### src/hw/rtl/assert_macros.svh
// Assertion helper macros used by the packet scheduler.
`ifndef ASSERT_MACROS_SVH
`define ASSERT_MACROS_SVH

// Checks that an implication holds on every clock edge outside reset.
`define ASSERT_IMPL(label, clk, rst_n, ante, cons, msg) \
  label: assert property (@(posedge clk) disable iff (!rst_n) (ante) |-> (cons)) \
    else $error(msg);

// Checks that a condition never holds outside reset.
`define ASSERT_NEVER(label, clk, rst_n, cond, msg) \
  label: assert property (@(posedge clk) disable iff (!rst_n) !(cond)) else $error(msg);

`endif

### src/hw/rtl/wf2q_ram.sv
// ----------------------------------------------------------------------------
// WF2Q generic RAM
// Single-port-write, single-port-read memory with a registered read.
// ----------------------------------------------------------------------------
module wf2q_ram #(
  parameter int unsigned Width = 8,
  parameter int unsigned Depth = 16
) (
  input  logic                     clk_i,
  input  logic                     we_i,
  input  logic [$clog2(Depth)-1:0] waddr_i,
  input  logic [Width-1:0]         wdata_i,
  input  logic [$clog2(Depth)-1:0] raddr_i,
  output logic [Width-1:0]         rdata_o
);
  logic [Width-1:0] mem_q [Depth];

  always_ff @(posedge clk_i) begin
    if (we_i) begin
      mem_q[waddr_i] <= wdata_i;
    end
    rdata_o <= mem_q[raddr_i];
  end
endmodule

### config.mk
export PLATFORM = sky130hd
export DESIGN_NAME = wf2q_ram
export DESIGN_NICKNAME = d
export VERILOG_FILES = /design/src/hw/rtl/assert_macros.svh /design/src/hw/rtl/wf2q_ram.sv
export SDC_FILE = /design/constraint.sdc
export NUM_CORES = 1
export LEC_CHECK = 0
export ABC_AREA = 1
export BUFFER_PORTS_ARGS = -buffer_cell sky130_fd_sc_hd__buf_2
export CAP_MARGIN = 5
export CORE_MARGIN = 2
export CORE_UTILIZATION = 50
export DETAILED_ROUTE_END_ITERATION = 16
export PLACE_DENSITY = 0.76
export SYNTH_ARGS = -nofsm -noshare
export SYNTH_HDL_FRONTEND = slang
export SYNTH_SLANG_ARGS = --single-unit
### constraint.sdc
create_clock -name clk_i -period 1.5 [get_ports clk_i]
set_input_delay 0.45 -clock clk_i [delete_from_list [all_inputs] [get_ports clk_i]]
set_output_delay 0.45 -clock clk_i [all_outputs]
set_load 0.1 [all_outputs]
==> results.cfg <==
[power]
p_per_area_mw_per_mm2 = 1340
irDropWorstVdd_v = 0.000756
fin_total_pwr_mw = 9.24
power.leakage_nw = 3.01

[routing]
route.antenna.remaining_nets = 0
dr_total_vias = 3985
route.detailed.vias_per_inst = 5.29
wl_per_cell_microns = 17.1
routed_wirelength_microns = 12900
detailedRoute.firstPassIterationCount = 5
drt_drc_violations_left = 0
detailedRoute.firstIterationViolations = 420

[final_layout]
synthToLayoutAreaGrowth_pct = 19.4
final_cell_area_sq_mm = 0.00688
num-fill-cells = 845
final_common_cell = nand2_1
antennaDiodeCount = 0
final_cell_mix = nand2_1 (173), edfxtp_1 (128), inv_1 (100), nand3_1 (97), buf_4 (23)
fin_util = 0.608
drive_gt1_frac = 0.137
final_nets = 616

[logic_synthesis]
syn_area_per_cell_sq_um = 10.5
synth.net_count = 569
seq_area_frac_synth = 0.694
synth.distinct_cells = 12
synth.ff_latch_count = 136
mappedNetlistArea_sq_mm = 0.00577
syn-instance-count = 551
yosysWarningCount = 0

[die]
floorplan.initialDensity = 0.509
die_area_sq_mm = 0.0124
std_cell_rows = 39
die_h_microns = 111
floorplan.die.width_microns = 111
io-pin-count = 26
core_sq_mm = 0.0113

[timing]
number_of_pins_with_negative_max_slew_slack_in_the_final_report = 0
timing_hold_violations_final = 0
setup_viol = 0
post-route-worst-setup-slack_ps = 43.0
max-slew-margin-rel = 0.746
final_period_minus_worst_setup_slack_ps = 1460
worst_slew_pin_slew_ps = 380
fin_crit_sh = 0.971
fin_worst_skew_ps = 7.85
setup-tns-final_ps = 0
max_clock_freq_mhz = 686
rsz0062_at_grt = no

[global_routing]
grt_antenna_before_repair = 0
grt_first_pass_wirelength_microns = 20300
grt_max_degree = 65
vias_in_the_first_global_route = 3898
overflow = 0
global_route.usage.total = 0.218

[clock_tree]
clock_latency_ps = 420
cts_hold_buffers = 0
clkTransAtPathRegs_ps = 60
cts-buffers-inserted = 17
cts_resized = 0
deepest_clock_path_buffer_count = 2
clock_sink_count = 136
cts_post_setup_buffers_inserted = 0
cts_root_buf = clkbuf_16
tritoncts = built
htree_levels = 4

[worst_setup_path]
start_kind = flop
standard_cell_with_the_maximum_stage_delay_on_the_critical_path = dfxtp_1
max_stage_delay_ps = 390
critical_path_buf_inv_count = 1
path_max_fanout = 1
reg2reg_depth = 6
path_cells = buf_12
critPathKind = reg -> out
cp-end-kind = primary output
crit_cells = 1
crit_arrival_ps = 1010
critical_path.top_delay_family = flip-flops
critical_path_required_ps = 1050

[place]
port_buf_inserts = 25
post_dp_cell_area_sq_mm = 0.00628
place_worst_setup_slack_ps = 2.26
hpwlAfterDp_microns = 7780
place.gp.congestion = 0.828

[run]
max-cap-violations = 0

[worst_hold_path]
min-delay-path-class = in -> reg
min_delay_path_depth = 3

[outcome]
outcome = finished, final reports clean
worst paths after layout:
| kind | slack [ps] | end | from |
|---|---|---|---|
| setup / recovery | 40 | rdata_o[6] | rdata_o[6] |
| hold / removal | 360 | rdata_o[6] | raddr_i[3] |
| setup reg to reg | 490 | rdata_o[2] | mem_q[9][2] |
| hold reg to reg | 670 | rdata_o[2] | mem_q[7][2] |
layer usage:
layer / track usage / wire length [microns]
met1: 0.272 / 5140
met5: 0 / 0
met3: 0.0566 / 1010
met4: 0.118 / 473
met2: 0.352 / 6260
cells in the mapped netlist (all sizes together):
cell type / n / area share
nand2: 173 / 0.11
edfxtp: 128 / 0.67
inv: 102 / 0.066
nand3: 97 / 0.084
buf: 24 / 0.029
nor2: 17 / 0.011
dfxtp: 8 / 0.028
nand3b: 2 / 0.0026
cells by family after synthesis:
| kind of cell | after synthesis | synth area share |
|---|---|---|
| simple gates | 289 | 0.210 |
| buf+inv | 126 | 0.0952 |
| flops | 136 | 0.694 |
final cells by class:
| cell class | count | area, sq um | share of cell area |
|---|---|---|---|
| Clock inverter | 7 | 90.1 | 0.0131 |
| Multi-Input combinational cell | 289 | 1210 | 0.176 |
| Inverter | 102 | 383 | 0.0556 |
| Timing Repair Buffer | 52 | 498 | 0.0724 |
| Clock buffer | 25 | 515 | 0.0749 |
| Sequential cell | 136 | 4000 | 0.582 |
| Tap cell | 143 | 179 | 0.0260 |
flip-flops by register name, summed over array words and instances (netlist names):
name and cells:
mem_q 128, rdata_o 8
where the power goes:
group / internal (mW) / total [mW] / switching [mW]
Clock: 2.70 / 4.16 / 1.46
Combinational: 0.249 / 0.793 / 0.544
Sequential: 4.25 / 4.29 / 0.0385
metrics by stage:
| step | std cells | hold slack, ps |
|---|---|---|
| CTS | 754 | 359 |
| detailed placement | 722 | 653 |
| floorplan | 551 | 549 |
| global route | 754 | 368 |
| global placement | 722 | 650 |
| finish | 754 | 358 |
No activity file was read; power rests on OpenSTA's default activity.
