### config.mk
export PLATFORM = sky130hd
export DESIGN_NAME = wf2q_div
export DESIGN_NICKNAME = d
export VERILOG_FILES = /design/src/hw/rtl/assert_macros.svh /design/src/hw/rtl/wf2q_pkg.sv /design/src/hw/rtl/wf2q_div.sv
export SDC_FILE = /design/constraint.sdc
export NUM_CORES = 1
export LEC_CHECK = 0
export BUFFER_PORTS_ARGS = -buffer_cell sky130_fd_sc_hd__buf_2
export CAP_MARGIN = 15
export CORE_ASPECT_RATIO = 0.9
export CORE_MARGIN = 1
export CORE_UTILIZATION = 56
export CTS_CLUSTER_SIZE = 28
export DETAILED_ROUTE_END_ITERATION = 12
export PLACE_DENSITY = 0.78
export SLEW_MARGIN = 20
export SYNTH_ARGS = -nofsm -noshare
export SYNTH_HDL_FRONTEND = slang
export SYNTH_SLANG_ARGS = --single-unit
### constraint.sdc
create_clock -name clk_i -period 3.4 [get_ports clk_i]
set_input_delay 0 -clock clk_i [delete_from_list [all_inputs] [get_ports clk_i]]
set_output_delay 0 -clock clk_i [all_outputs]
set_load 0.01 [all_outputs]
### src/hw/rtl/assert_macros.svh
// Assertion helper macros used by the packet scheduler.
`ifndef ASSERT_MACROS_SVH
`define ASSERT_MACROS_SVH

// Checks that an implication holds on every clock edge outside reset.
`define ASSERT_IMPL(label, clk, rst_n, ante, cons, msg) \
  label: assert property (@(posedge clk) disable iff (!rst_n) (ante) |-> (cons)) \
    else $error(msg);

// Checks that a condition never holds outside reset.
`define ASSERT_NEVER(label, clk, rst_n, cond, msg) \
  label: assert property (@(posedge clk) disable iff (!rst_n) !(cond)) else $error(msg);

`endif

### src/hw/rtl/wf2q_pkg.sv
// ----------------------------------------------------------------------------
// WF2Q scheduler package
// Shared types, sizes and status codes of the WF2Q packet scheduler.
// ----------------------------------------------------------------------------
package wf2q_pkg;
  localparam int unsigned NumFlows = 16;
  localparam int unsigned QueueDepth = 64;
  localparam int unsigned FlowW = $clog2(NumFlows);
  localparam int unsigned PtrW = $clog2(QueueDepth);
  localparam int unsigned CntW = $clog2(QueueDepth + 1);
  localparam int unsigned StoreDepth = NumFlows * QueueDepth;
  localparam int unsigned StoreAw = $clog2(StoreDepth);
  localparam int unsigned TagW = 64;
  localparam int unsigned WsumW = 16 + FlowW;
  localparam int unsigned EntryW = 46;
  localparam int unsigned StateW = 2 * TagW + 16 + 1 + CntW + 20 + 2 * PtrW;

  typedef logic [1:0] status_t;
  localparam status_t StEnq = 2'd0;
  localparam status_t StDrop = 2'd1;
  localparam status_t StDeq = 2'd2;
  localparam status_t StNone = 2'd3;

  localparam logic [1:0] CfgLimitByBytes = 2'd0;
  localparam logic [1:0] CfgMaxPackets = 2'd1;
  localparam logic [1:0] CfgMaxBytes = 2'd2;

  typedef struct packed {
    logic        func;
    logic [3:0]  flow_id;
    logic [13:0] pkt_length;
    logic [15:0] pkt_weight;
    logic [15:0] pkt_handle;
  } in_item_t;

  typedef struct packed {
    logic [1:0]  status;
    logic [3:0]  out_flow;
    logic [15:0] out_handle;
    logic [13:0] out_length;
  } out_item_t;

  typedef struct packed {
    logic [TagW-1:0] start_tag;
    logic [TagW-1:0] finish_tag;
    logic [15:0]     weight;
    logic            seen;
    logic [CntW-1:0] pkt_cnt;
    logic [19:0]     byte_cnt;
    logic [PtrW-1:0] head;
    logic [PtrW-1:0] tail;
  } flow_state_t;

  typedef struct packed {
    logic [13:0] len;
    logic [15:0] weight;
    logic [15:0] handle;
  } entry_t;

  typedef struct packed {
    logic        start;
    logic [13:0] len;
    logic [WsumW-1:0] divisor;
  } div_req_t;

  typedef struct packed {
    logic            done;
    logic [TagW-1:0] quo;
  } div_rsp_t;

  function automatic logic [TagW-1:0] sat_add(input logic [TagW-1:0] a,
                                              input logic [TagW-1:0] b);
    logic [TagW:0] s;
    s = {1'b0, a} + {1'b0, b};
    return s[TagW] ? '1 : s[TagW-1:0];
  endfunction

  function automatic logic [TagW-1:0] max_tag(input logic [TagW-1:0] a,
                                              input logic [TagW-1:0] b);
    return (a > b) ? a : b;
  endfunction
endpackage

### src/hw/rtl/wf2q_div.sv
// ----------------------------------------------------------------------------
// WF2Q service divider
// Restoring divider giving floor(len * 8 * 2^16 / divisor), one bit a cycle.
// ----------------------------------------------------------------------------
module wf2q_div
  import wf2q_pkg::*;
(
  input  logic     clk_i,
  input  logic     rst_ni,
  input  div_req_t req_i,
  output div_rsp_t rsp_o
);
  localparam int unsigned NumW = 14 + 3 + 16;
  localparam int unsigned BitCntW = $clog2(NumW + 1);

  logic [NumW-1:0]    num_q, num_d;
  logic [WsumW-1:0]   den_q, den_d;
  logic [WsumW:0]     rem_q, rem_d;
  logic [NumW-1:0]    quo_q, quo_d;
  logic [BitCntW-1:0] cnt_q, cnt_d;
  logic               busy_q, busy_d;
  logic               zero_q, zero_d;
  logic               done_q, done_d;
  logic [WsumW+1:0]   trial;

  always_comb begin
    num_d = num_q;
    den_d = den_q;
    rem_d = rem_q;
    quo_d = quo_q;
    cnt_d = cnt_q;
    busy_d = busy_q;
    zero_d = zero_q;
    done_d = 1'b0;
    trial = '0;
    if (req_i.start) begin
      num_d = {req_i.len, 19'd0};
      den_d = req_i.divisor;
      zero_d = (req_i.divisor == '0);
      rem_d = '0;
      quo_d = '0;
      cnt_d = BitCntW'(NumW);
      busy_d = 1'b1;
    end else if (busy_q) begin
      trial = {rem_q, num_q[NumW-1]} - {2'b00, den_q};
      if (!trial[WsumW+1]) begin
        rem_d = trial[WsumW:0];
        quo_d = {quo_q[NumW-2:0], 1'b1};
      end else begin
        rem_d = {rem_q[WsumW-1:0], num_q[NumW-1]};
        quo_d = {quo_q[NumW-2:0], 1'b0};
      end
      num_d = {num_q[NumW-2:0], 1'b0};
      cnt_d = cnt_q - 1'b1;
      if (cnt_q == BitCntW'(1)) begin
        busy_d = 1'b0;
        done_d = 1'b1;
      end
    end
  end

  always_ff @(posedge clk_i or negedge rst_ni) begin
    if (!rst_ni) begin
      busy_q <= 1'b0;
      done_q <= 1'b0;
      cnt_q <= '0;
    end else begin
      busy_q <= busy_d;
      done_q <= done_d;
      cnt_q <= cnt_d;
    end
  end

  always_ff @(posedge clk_i) begin
    num_q <= num_d;
    den_q <= den_d;
    rem_q <= rem_d;
    quo_q <= quo_d;
    zero_q <= zero_d;
  end

  assign rsp_o.done = done_q;
  assign rsp_o.quo = zero_q ? '1 : {{(TagW-NumW){1'b0}}, quo_q};
endmodule

==> qor.csv, run 1 <==
metric;value;unit
Slew headroom;31.1;%
Adder-Cell Fraction of Synth Area;5.41;%
core area;9290;um^2
Antenna Violating Nets Remaining;0;
worst-skew pair later-pin latency;0.36;ns
largest net degree at the start of global routing;86;
Worst-Margin Slew;1.03;ns
sequential power share;42.7;%
arrival time worst endpoint;3.38;ns
Max VDD drop;394;uV
Distinct cells, synth;56;
Avg WL per Cell;14.4;um
post-detail-place hpwl;7330;um
Post-Synth XOR/XNOR Area;3.23;%
Sink Count;97;
Mapped Cells;560;
Post-synth EDFFs;35;
# rows;33;
Fin Setup TNS;0;ns
critical path endpoint category;register;
P_leak;2.98;nW
PortBufs;101;
Antenna Cells;0;
Root Driver;clkbuf_8;
warnings from Yosys;0;
post-CTS sizing;0;
die area;10200;um^2
Starting DRT DRC Count;138;
H-tree Lvls;3;
Worst Skew;0.00885;ns
register area share after synthesis;42.7;%
vias in the first global route;3994;
Vias;4259;
Max Root-Sink Buffers;2;
Clock Power Share;21.1;%
# DRC;0;
global-route wire length before repair;18800;um
layout cells sized above 1;26.1;%
Main synth FF type;dfxtp_1;
Vias/cell;5.46;
Critical Setup Path Class;reg -> reg;
Synth area leaders;dfxtp_1, edfxtp_1, mux2i_1;
CP Launch Type;register;
min cycle time layout;3.11;ns
slowest stage delay, CP;0.75;ns
Yosys reg bits;97;
initial core utilization;58.8;%
Pint;2.38;mW
CP max-delay cell;xnor2_4;
max-slew violations;0;
TritonCTS clock tree;done;
IO Count;102;
First-pass DRT Iterations;6;
Total GRT Usage;23.2;%
endpoints failing setup;0;
post-cts hold buffer count;37;
area grow syn2layout;16.4;%
Synth top area share;19.8;%
cells along the critical path;inv_1, ha_1, and4_1, and4b_1, o211ai_1, and3_1, xnor2_4, nand3_1, a311oi_1;
commonest non-fill, non-tap cell in the layout;buf_2;
Post-synth ARST share;8.25;%
total grt overflow;0;
simple-gate portion of the synthesized area;17.7;%
NetSw;1.31;mW
largest family of logic cells by synthesized area;simple AND/OR/NAND/NOR gates;
Max FO, Critical Path;27;
nets;713;
fill count;729;
PD cells;582;nW/um^2
Synth Net Count;620;
multi-input logic area;2650;um^2
dominant cell type by area after synthesis;dfxtp_1;
Compound-Gate Fraction of Synth Area;11.3;%
Synth Area per Inst;9.75;um^2
FMAX;322;MHz
crit share post-route;91.3;%
CTS buffer count;9;
Post-CTS Setup Inserts;0;
Req. time, crit path;3.67;ns
multiplexer share of the synthesized area;10.9;%
most frequent cells in the layout;buf_2, nor2_1, dfxtp_1;
initial antenna violation count;0;
RSZ-0062 raised after global routing;no;
Final Hold Fails;0;
clock slew at reported path FFs;0.10;ns
Vert. Die Dim;95.7;um
Synth Cell Area;5460;um^2
die width;106;um
status;finished, final reports clean;
Reg area;2340;um^2
Worst Hold Class;in -> reg;
Placer Congestion;0.880;
switching share of power;35.6;%
Max Cap Viol;0;
placed cells;727;
DRT Wirelength;11200;um
non-filler cells in the finished layout;780;
Comb power frac;36.2;%
critical path, delay by kind of cell (launching register included):
kind	cells	cell delay [ns]
AND/OR/NAND/NOR	4	1.05
XOR/XNOR	1	0.75
AO/OA/AOI/OAI	2	0.42
adder cells (fa/ha/maj)	1	0.42
flip-flops	1	0.34
buffers and inverters	1	0.04
flip-flops by register name, summed over array words and instances (netlist names):
signal and count:
done_q 1, den_q 20, rem_q 21, num_q 14
busy_q 1, quo_q 33, zero_q 1, cnt_q 6
power by group through the flow:
stage                     logic (mW)  registers [mW]  clock network [mW]
after global routing            1.50            1.61               0.838
final                           1.34            1.58               0.780
after floorplan                 1.17            1.49                   0
after CTS                       1.33            1.58               0.802
after global placement          1.25            1.60                   0
after detailed placement        1.28            1.60                   0
Yosys cell counts, types with 4 or more instances:
cell type  count
xor2_1         4
a31oi_1        6
nor4_1         6
a211oi_1      13
mux2_2        13
xnor2_1       13
and4_1         5
inv_1         26
a21oi_1       22
nor2b_1        6
buf_1          5
nand3_1        7
o21ai_0       16
o21bai_1       4
o211ai_1       4
and3_1         5
nor2_1        66
edfxtp_1      35
dfrtp_1        8
nand2b_1       9
nand2_1       23
ha_1          22
mux2i_1       45
dfxtp_1       54
and2_1         6
or2_2         34
a311oi_1       4
buf_4         34
clkbuf_1      16
layer usage:
| layer | GRT usage [%] | vias up | share of wire [%] |
|---|---|---|---|
| li1 | - | 2119 | - |
| met1 | 31.6 | 2026 | 48 |
| met2 | 38.8 | 102 | 47 |
| met3 | 3.90 | 12 | 4.5 |
| met4 | 5.21 | 0 | 1.0 |
| met5 | 0 | - | 0 |
worst paths after layout:
kind | start | end | slack, ns | cells past startpoint
setup / recovery | den_q[16] | rem_q[9] | 0.29 | 9
hold / removal | req_i[34] | quo_q[3] | 0.14 | 2
setup reg to reg | den_q[16] | rem_q[9] | 0.29 | 9
hold reg to reg | rem_q[15] | rem_q[15] | 0.51 | 2
max in group asynchronous | rst_ni | busy_q | 2.00 | 4
min in group asynchronous | rst_ni | cnt_q[0] | 0.53 | 3
area by class of cell:
cell class              count  share of cell area, %
flip-flops and latches     97                   36.8
repair buffers            142                   14.4
multi-input cells         377                   41.7
inverters                  26                   1.54
well taps                 122                   2.40
clock buffers              10                   2.01
clock inverters             6                   1.20
metrics by stage:
stage / power, mW / setup WS, ns / cell area (um^2) / utilization (%) / hold slack [ns]
floorplan: 2.66 / 0.942 / 5460 / - / -0.296
global placement: 2.85 / 0.423 / 5770 / 62.1 / -0.148
detailed placement: 2.88 / 0.332 / 5780 / 62.2 / -0.146
CTS: 3.70 / 0.324 / 6360 / 68.4 / 0.121
global route: 3.95 / 0.0531 / 6360 / 68.4 / 0.149
finish: 3.70 / 0.295 / 6360 / 68.4 / 0.137
logic make-up (layout without fill, tap and decap cells):
group / Yosys count / count (layout)
AOI/OAI and AO/OA: 92 / 92
xor gates and xnor gates: 18 / 18
adders and majority gates: 23 / 23
buffers and inverters: 86 / 184
DFF: 97 / 97
muxes: 58 / 58
and+or+nand+nor: 186 / 186
Note: power is estimated with default switching activity, not from simulation.
==> run 2, diff against run 1 <==
--- a/config.mk
+++ b/config.mk
@@ -9,10 +9,10 @@
 export CAP_MARGIN = 15
 export CORE_ASPECT_RATIO = 0.9
 export CORE_MARGIN = 1
-export CORE_UTILIZATION = 56
+export CORE_UTILIZATION = 55
 export CTS_CLUSTER_SIZE = 28
 export DETAILED_ROUTE_END_ITERATION = 12
-export PLACE_DENSITY = 0.78
+export PLACE_DENSITY = 0.77
 export SLEW_MARGIN = 20
 export SYNTH_ARGS = -nofsm -noshare
 export SYNTH_HDL_FRONTEND = slang
==> qor.csv, run 2 (same netlist as run 1, synthesis figures left out) <==
metric;value;unit
Max FO, Critical Path;14;
global-route wire length before repair;17800;um
Worst R2R Path Depth;10;
core area;9660;um^2
critical path capture point;rem_q[11];
Slew headroom;46.1;%
max-slew violations;0;
area grow syn2layout;16.0;%
largest register by flop count;quo_q;
Root Driver;clkbuf_8;
critical path endpoint category;register;
Max Root-Sink Buffers;2;
layout cells sized above 1;26.5;%
total grt overflow;0;
vias in the first global route;3833;
TritonCTS clock tree;done;
Critical Path Source;den_q[14];
most frequent cells in the layout;buf_2, nor2_1, dfxtp_1;
non-filler cells in the finished layout;783;
die width;107;um
post-CTS sizing;0;
PortBufs;101;
Max Cap Viol;0;
Antenna Violating Nets Remaining;0;
R2R Path End;rem_q[11];
DRT Wirelength;10900;um
Avg WL per Cell;13.9;um
Placer Congestion;0.884;
Vias/cell;5.40;
# rows;34;
Max VDD drop;294;uV
Vert. Die Dim;96.5;um
First-pass DRT Iterations;8;
worst-skew pair later-pin latency;0.37;ns
CP Launch Type;register;
Vias;4225;
die area;10300;um^2
H-tree Lvls;3;
P_leak;2.98;nW
Antenna Cells;0;
Worst Hold Class;in -> async;
Post-CTS Setup Inserts;0;
Critical Setup Path Class;reg -> reg;
Hold WS;0.0110;ns
RSZ-0062 raised after global routing;no;
endpoints failing setup;0;
# DRC;0;
CTS buffer count;9;
Worst-Margin Slew;0.808;ns
Worst Skew;0.0103;ns
Sink Count;97;
Starting DRT DRC Count;251;
min cycle time layout;2.83;ns
worst r2r src;den_q[14];
initial core utilization;56.6;%
Req. time, crit path;3.65;ns
clock slew at reported path FFs;0.10;ns
status;finished, final reports clean;
reg-to-reg setup timing slack;0.57;ns
Fin Setup TNS;0;ns
max FFs per register;33;
crit share post-route;83.3;%
biggest registers after layout;quo_q (33), rem_q (21), den_q (20);
Total GRT Usage;21.6;%
Final Hold Fails;0;
PD cells;581;nW/um^2
placed cells;732;
arrival time worst endpoint;3.09;ns
Final Core Density;65.6;%
commonest non-fill, non-tap cell in the layout;buf_2;
IO Count;102;
initial antenna violation count;0;
largest net degree at the start of global routing;65;
nets;712;
FMAX;353;MHz
post-detail-place hpwl;7330;um
run 2: per-layer routing:
metal | up-vias | wire (um) | GRT usage, %
met3 | 13 | 439 | 3.55
met4 | 0 | 127 | 6.85
met2 | 113 | 5100 | 36.5
li1 | 2120 | - | -
met5 | - | 0 | 0
met1 | 1979 | 5220 | 28.7
run 2: final cells by class:
type | count | area (um^2)
fill | 765 | 3320
multi-input combinational | 377 | 2650
sequential | 97 | 2330
timing repair buffer | 141 | 896
tap | 126 | 158
clock buffer | 11 | 156
inverter | 26 | 97.6
clock inverter | 5 | 45.0
run 2: critical path: stages, from the launching register on:
cell and delay (ns):
edfxtp_1 0.34, inv_1 0.04, ha_1 0.38, and4_1 0.26
and4b_1 0.25, a221oi_1 0.26, and3_1 0.38, xnor2_4 0.15
buf_4 0.25, nor3_1 0.08, a311o_1 0.33
run 2: stage by stage:
step	power [mW]	area, um^2	setup WS (ns)
floorplan	2.66	5460	0.942
global placement	2.87	5780	0.681
detailed placement	2.90	5780	0.587
CTS	3.69	6340	0.567
global route	3.93	6340	0.285
finish	3.68	6340	0.566
run 2: how the worst min path moves through the flow:
stage / from / end / depth (start not counted)
floorplan: rst_ni / busy_q / 0
global route: rst_ni / done_q / 2
CTS: rst_ni / cnt_q[4] / 2
finish: rst_ni / cnt_q[4] / 2
global placement: rst_ni / cnt_q[4] / 1
detailed placement: rst_ni / cnt_q[5] / 1
run 2: where the power goes:
group	total, mW	internal (mW)	switching, mW	leakage, nW
logic	1.40	0.660	0.737	1.99
registers	1.53	1.38	0.148	0.889
clock network	0.757	0.332	0.425	0.106
run 2: repair_timing:
| action | in CTS | in global routing |
|---|---|---|
| hold endpoints to repair | 43 | 0 |
| endpoints found under the setup margin | 0 | 0 |
| hold buffers | 35 | 0 |
==> run 3, diff against run 2 <==
--- a/config.mk
+++ b/config.mk
@@ -5,6 +5,7 @@
 export SDC_FILE = /design/constraint.sdc
 export NUM_CORES = 1
 export LEC_CHECK = 0
+export ABC_AREA = 1
 export BUFFER_PORTS_ARGS = -buffer_cell sky130_fd_sc_hd__buf_2
 export CAP_MARGIN = 15
 export CORE_ASPECT_RATIO = 0.9
==> constraint.sdc (replaced) <==
create_clock -name clk_i -period 2.8 [get_ports clk_i]
set_input_delay 0 -clock clk_i [delete_from_list [all_inputs] [get_ports clk_i]]
set_output_delay 0 -clock clk_i [all_outputs]
set_load 0.01 [all_outputs]
==> qor.csv, run 3 <==
metric;value;unit
commonest non-fill, non-tap cell in the layout;nand2_1;
WP buf/inv;3;
Design Area, Final;6580;um^2
vias in the first global route;4947;
Worst Skew;0.00821;ns
# rows;34;
P_leak;3.44;nW
Worst path depth;15;
H-tree Lvls;3;
post-detail-place hpwl;8920;um
max-slew violations;0;
PortBufs;101;
multi-input logic area;2420;um^2
warnings from Yosys;0;
crit share post-route;80.8;%
biggest registers after layout;quo_q (33), rem_q (21), den_q (20);
Total GRT Usage;26.6;%
Yosys reg bits;97;
slowest stage delay, CP;0.42;ns
Req. time, crit path;3.05;ns
register area share after synthesis;41.6;%
Synth top area share;19.8;%
core area;9780;um^2
most frequent cells in the layout;nand2_1, inv_1, buf_2;
end of the worst hold path;num_q[32];
layout cells sized above 1;17.1;%
First-pass DRT Iterations;5;
hold-critical path depth;3;
R2R Path End;rem_q[14];
fill count;821;
Fin Setup TNS;0;ns
Placement Cell Area;5960;um^2
Starting DRT DRC Count;203;
Max Root-Sink Buffers;2;
Vias/cell;4.95;
max FFs per register;33;
Critical Setup Path Class;reg -> reg;
dominant cell type by area after synthesis;nand2_1;
worst-skew pair later-pin latency;0.35;ns
die width;108;um
arrival time worst endpoint;2.51;ns
Worst Hold Class;in -> reg;
Avg WL per Cell;13.0;um
Vert. Die Dim;97.8;um
Antenna Violating Nets Remaining;0;
# DRC;0;
min cycle time layout;2.26;ns
Max Cap Viol;0;
reg-to-reg setup timing slack;0.54;ns
die area;10600;um^2
Hold WS;0.000839;ns
nets;936;
placed cells;957;
CTS buffer count;9;
Max FO, Critical Path;5;
RSZ-0062 raised after global routing;no;
CP max-delay cell;fa_1;
most common cell in the netlist;nand2_1;
Synth Area per Inst;7.22;um^2
Hold Startpoint;req_i[33];
Post-synth ARST share;8.25;%
area grow syn2layout;17.4;%
status;finished, final reports clean;
Final Hold Fails;0;
Root Driver;clkbuf_16;
Slew headroom;37.1;%
clock slew at reported path FFs;0.07;ns
Post-synth EDFFs;35;
Final Core Density;67.3;%
Mapped Cells;776;
non-filler cells in the finished layout;1007;
Synth area leaders;nand2_1, dfxtp_1, edfxtp_1;
Vias;4983;
total grt overflow;0;
Synth Net Count;836;
worst r2r src;num_q[32];
commonest cells in the netlist;nand2_1, inv_1, dfxtp_1, edfxtp_1, o22ai_1;
Worst R2R Path Depth;15;
Antenna Cells;0;
CP Launch Type;register;
largest net degree at the start of global routing;35;
global-route wire length before repair;22300;um
cells along the critical path;inv_1, ha_1, fa_1, inv_1, nand3_1, nand3_1, nand2_1, nand2_1, nand2_1, nand3_1, nand2_1, inv_1, nand2_1, nand3_1, nand2_1;
Sink Count;97;
TritonCTS clock tree;done;
Main synth FF type;dfxtp_1;
initial antenna violation count;0;
Placer Congestion;0.945;
initial core utilization;57.3;%
largest register by flop count;quo_q;
delay-heaviest family, CP;simple AND/OR/NAND/NOR gates;
critical path endpoint category;register;
Distinct cells, synth;38;
Max VDD drop;435;uV
Worst-Margin Slew;0.938;ns
Reg area;2330;um^2
Critical Path Most Common Cell;nand2_1;
DRT Wirelength;13100;um
Synth Cell Area;5610;um^2
FMAX;442;MHz
IO Count;102;
endpoints failing setup;0;
PD cells;830;nW/um^2
Post-CTS Setup Inserts;0;
-- run 3: final cells by class --
| cell class | instances | area share, % |
|---|---|---|
| clock inverters | 5 | 0.704 |
| well taps | 126 | 2.40 |
| clock buffers | 11 | 3.54 |
| inverters | 136 | 7.76 |
| flip-flops and latches | 97 | 35.4 |
| repair buffers | 140 | 13.4 |
| multi-input cells | 492 | 36.7 |
-- run 3: through the flow --
step,setup slack [ns],power [mW]
after floorplan,0.946,3.79
after global placement,0.644,4.15
after detailed placement,0.583,4.20
after CTS,0.572,5.44
after global routing,0.306,5.89
final,0.538,5.46
-- run 3: tightest hold or removal path: stages --
cell and delay, ns:
buf_2 0.08, nand2_1 0.04, nand2_1 0.10
-- run 3: worst max-delay path by stage --
stage,start,end,slack (ns)
global placement,num_q[32],rem_q[14],0.64
detailed placement,num_q[32],rem_q[14],0.58
finish,num_q[32],rem_q[14],0.54
CTS,num_q[32],rem_q[14],0.57
floorplan,num_q[32],rem_q[14],0.95
global route,busy_q,quo_q[28],0.31
-- run 3: logic make-up (layout without fill, tap and decap cells) --
group                    count (synthesis)  count (layout)  synth area share [%]
AO/OA/AOI/OAI                           57              57                  6.12
XOR/XNOR                                11              11                  1.72
adder cells (fa/ha/maj)                 23              23                  5.27
buffers and inverters                  187             292                  15.3
flip-flops                              97              97                  41.6
AND/OR/NAND/NOR                        401             401                  30.0
-- run 3: repair_timing --
item / CTS / global route
hold endpoints to repair: 41 / 0
resized for setup: 0 / 0
hold buffers: 34 / 0
-- run 3: power breakdown --
group          internal, mW  leakage, nW  switching, mW
Sequential             1.68        0.895          0.153
Combinational         0.847         2.40           1.59
Clock                 0.623        0.139          0.569
-- run 3: metal layers --
layer | share of wire (%) | up-vias | track usage (%)
met5 | 0 | - | 0
met4 | 2.0 | 0 | 10.7
met3 | 5.6 | 26 | 4.94
met2 | 50 | 146 | 45.8
met1 | 43 | 2242 | 32.5
li1 | - | 2569 | -
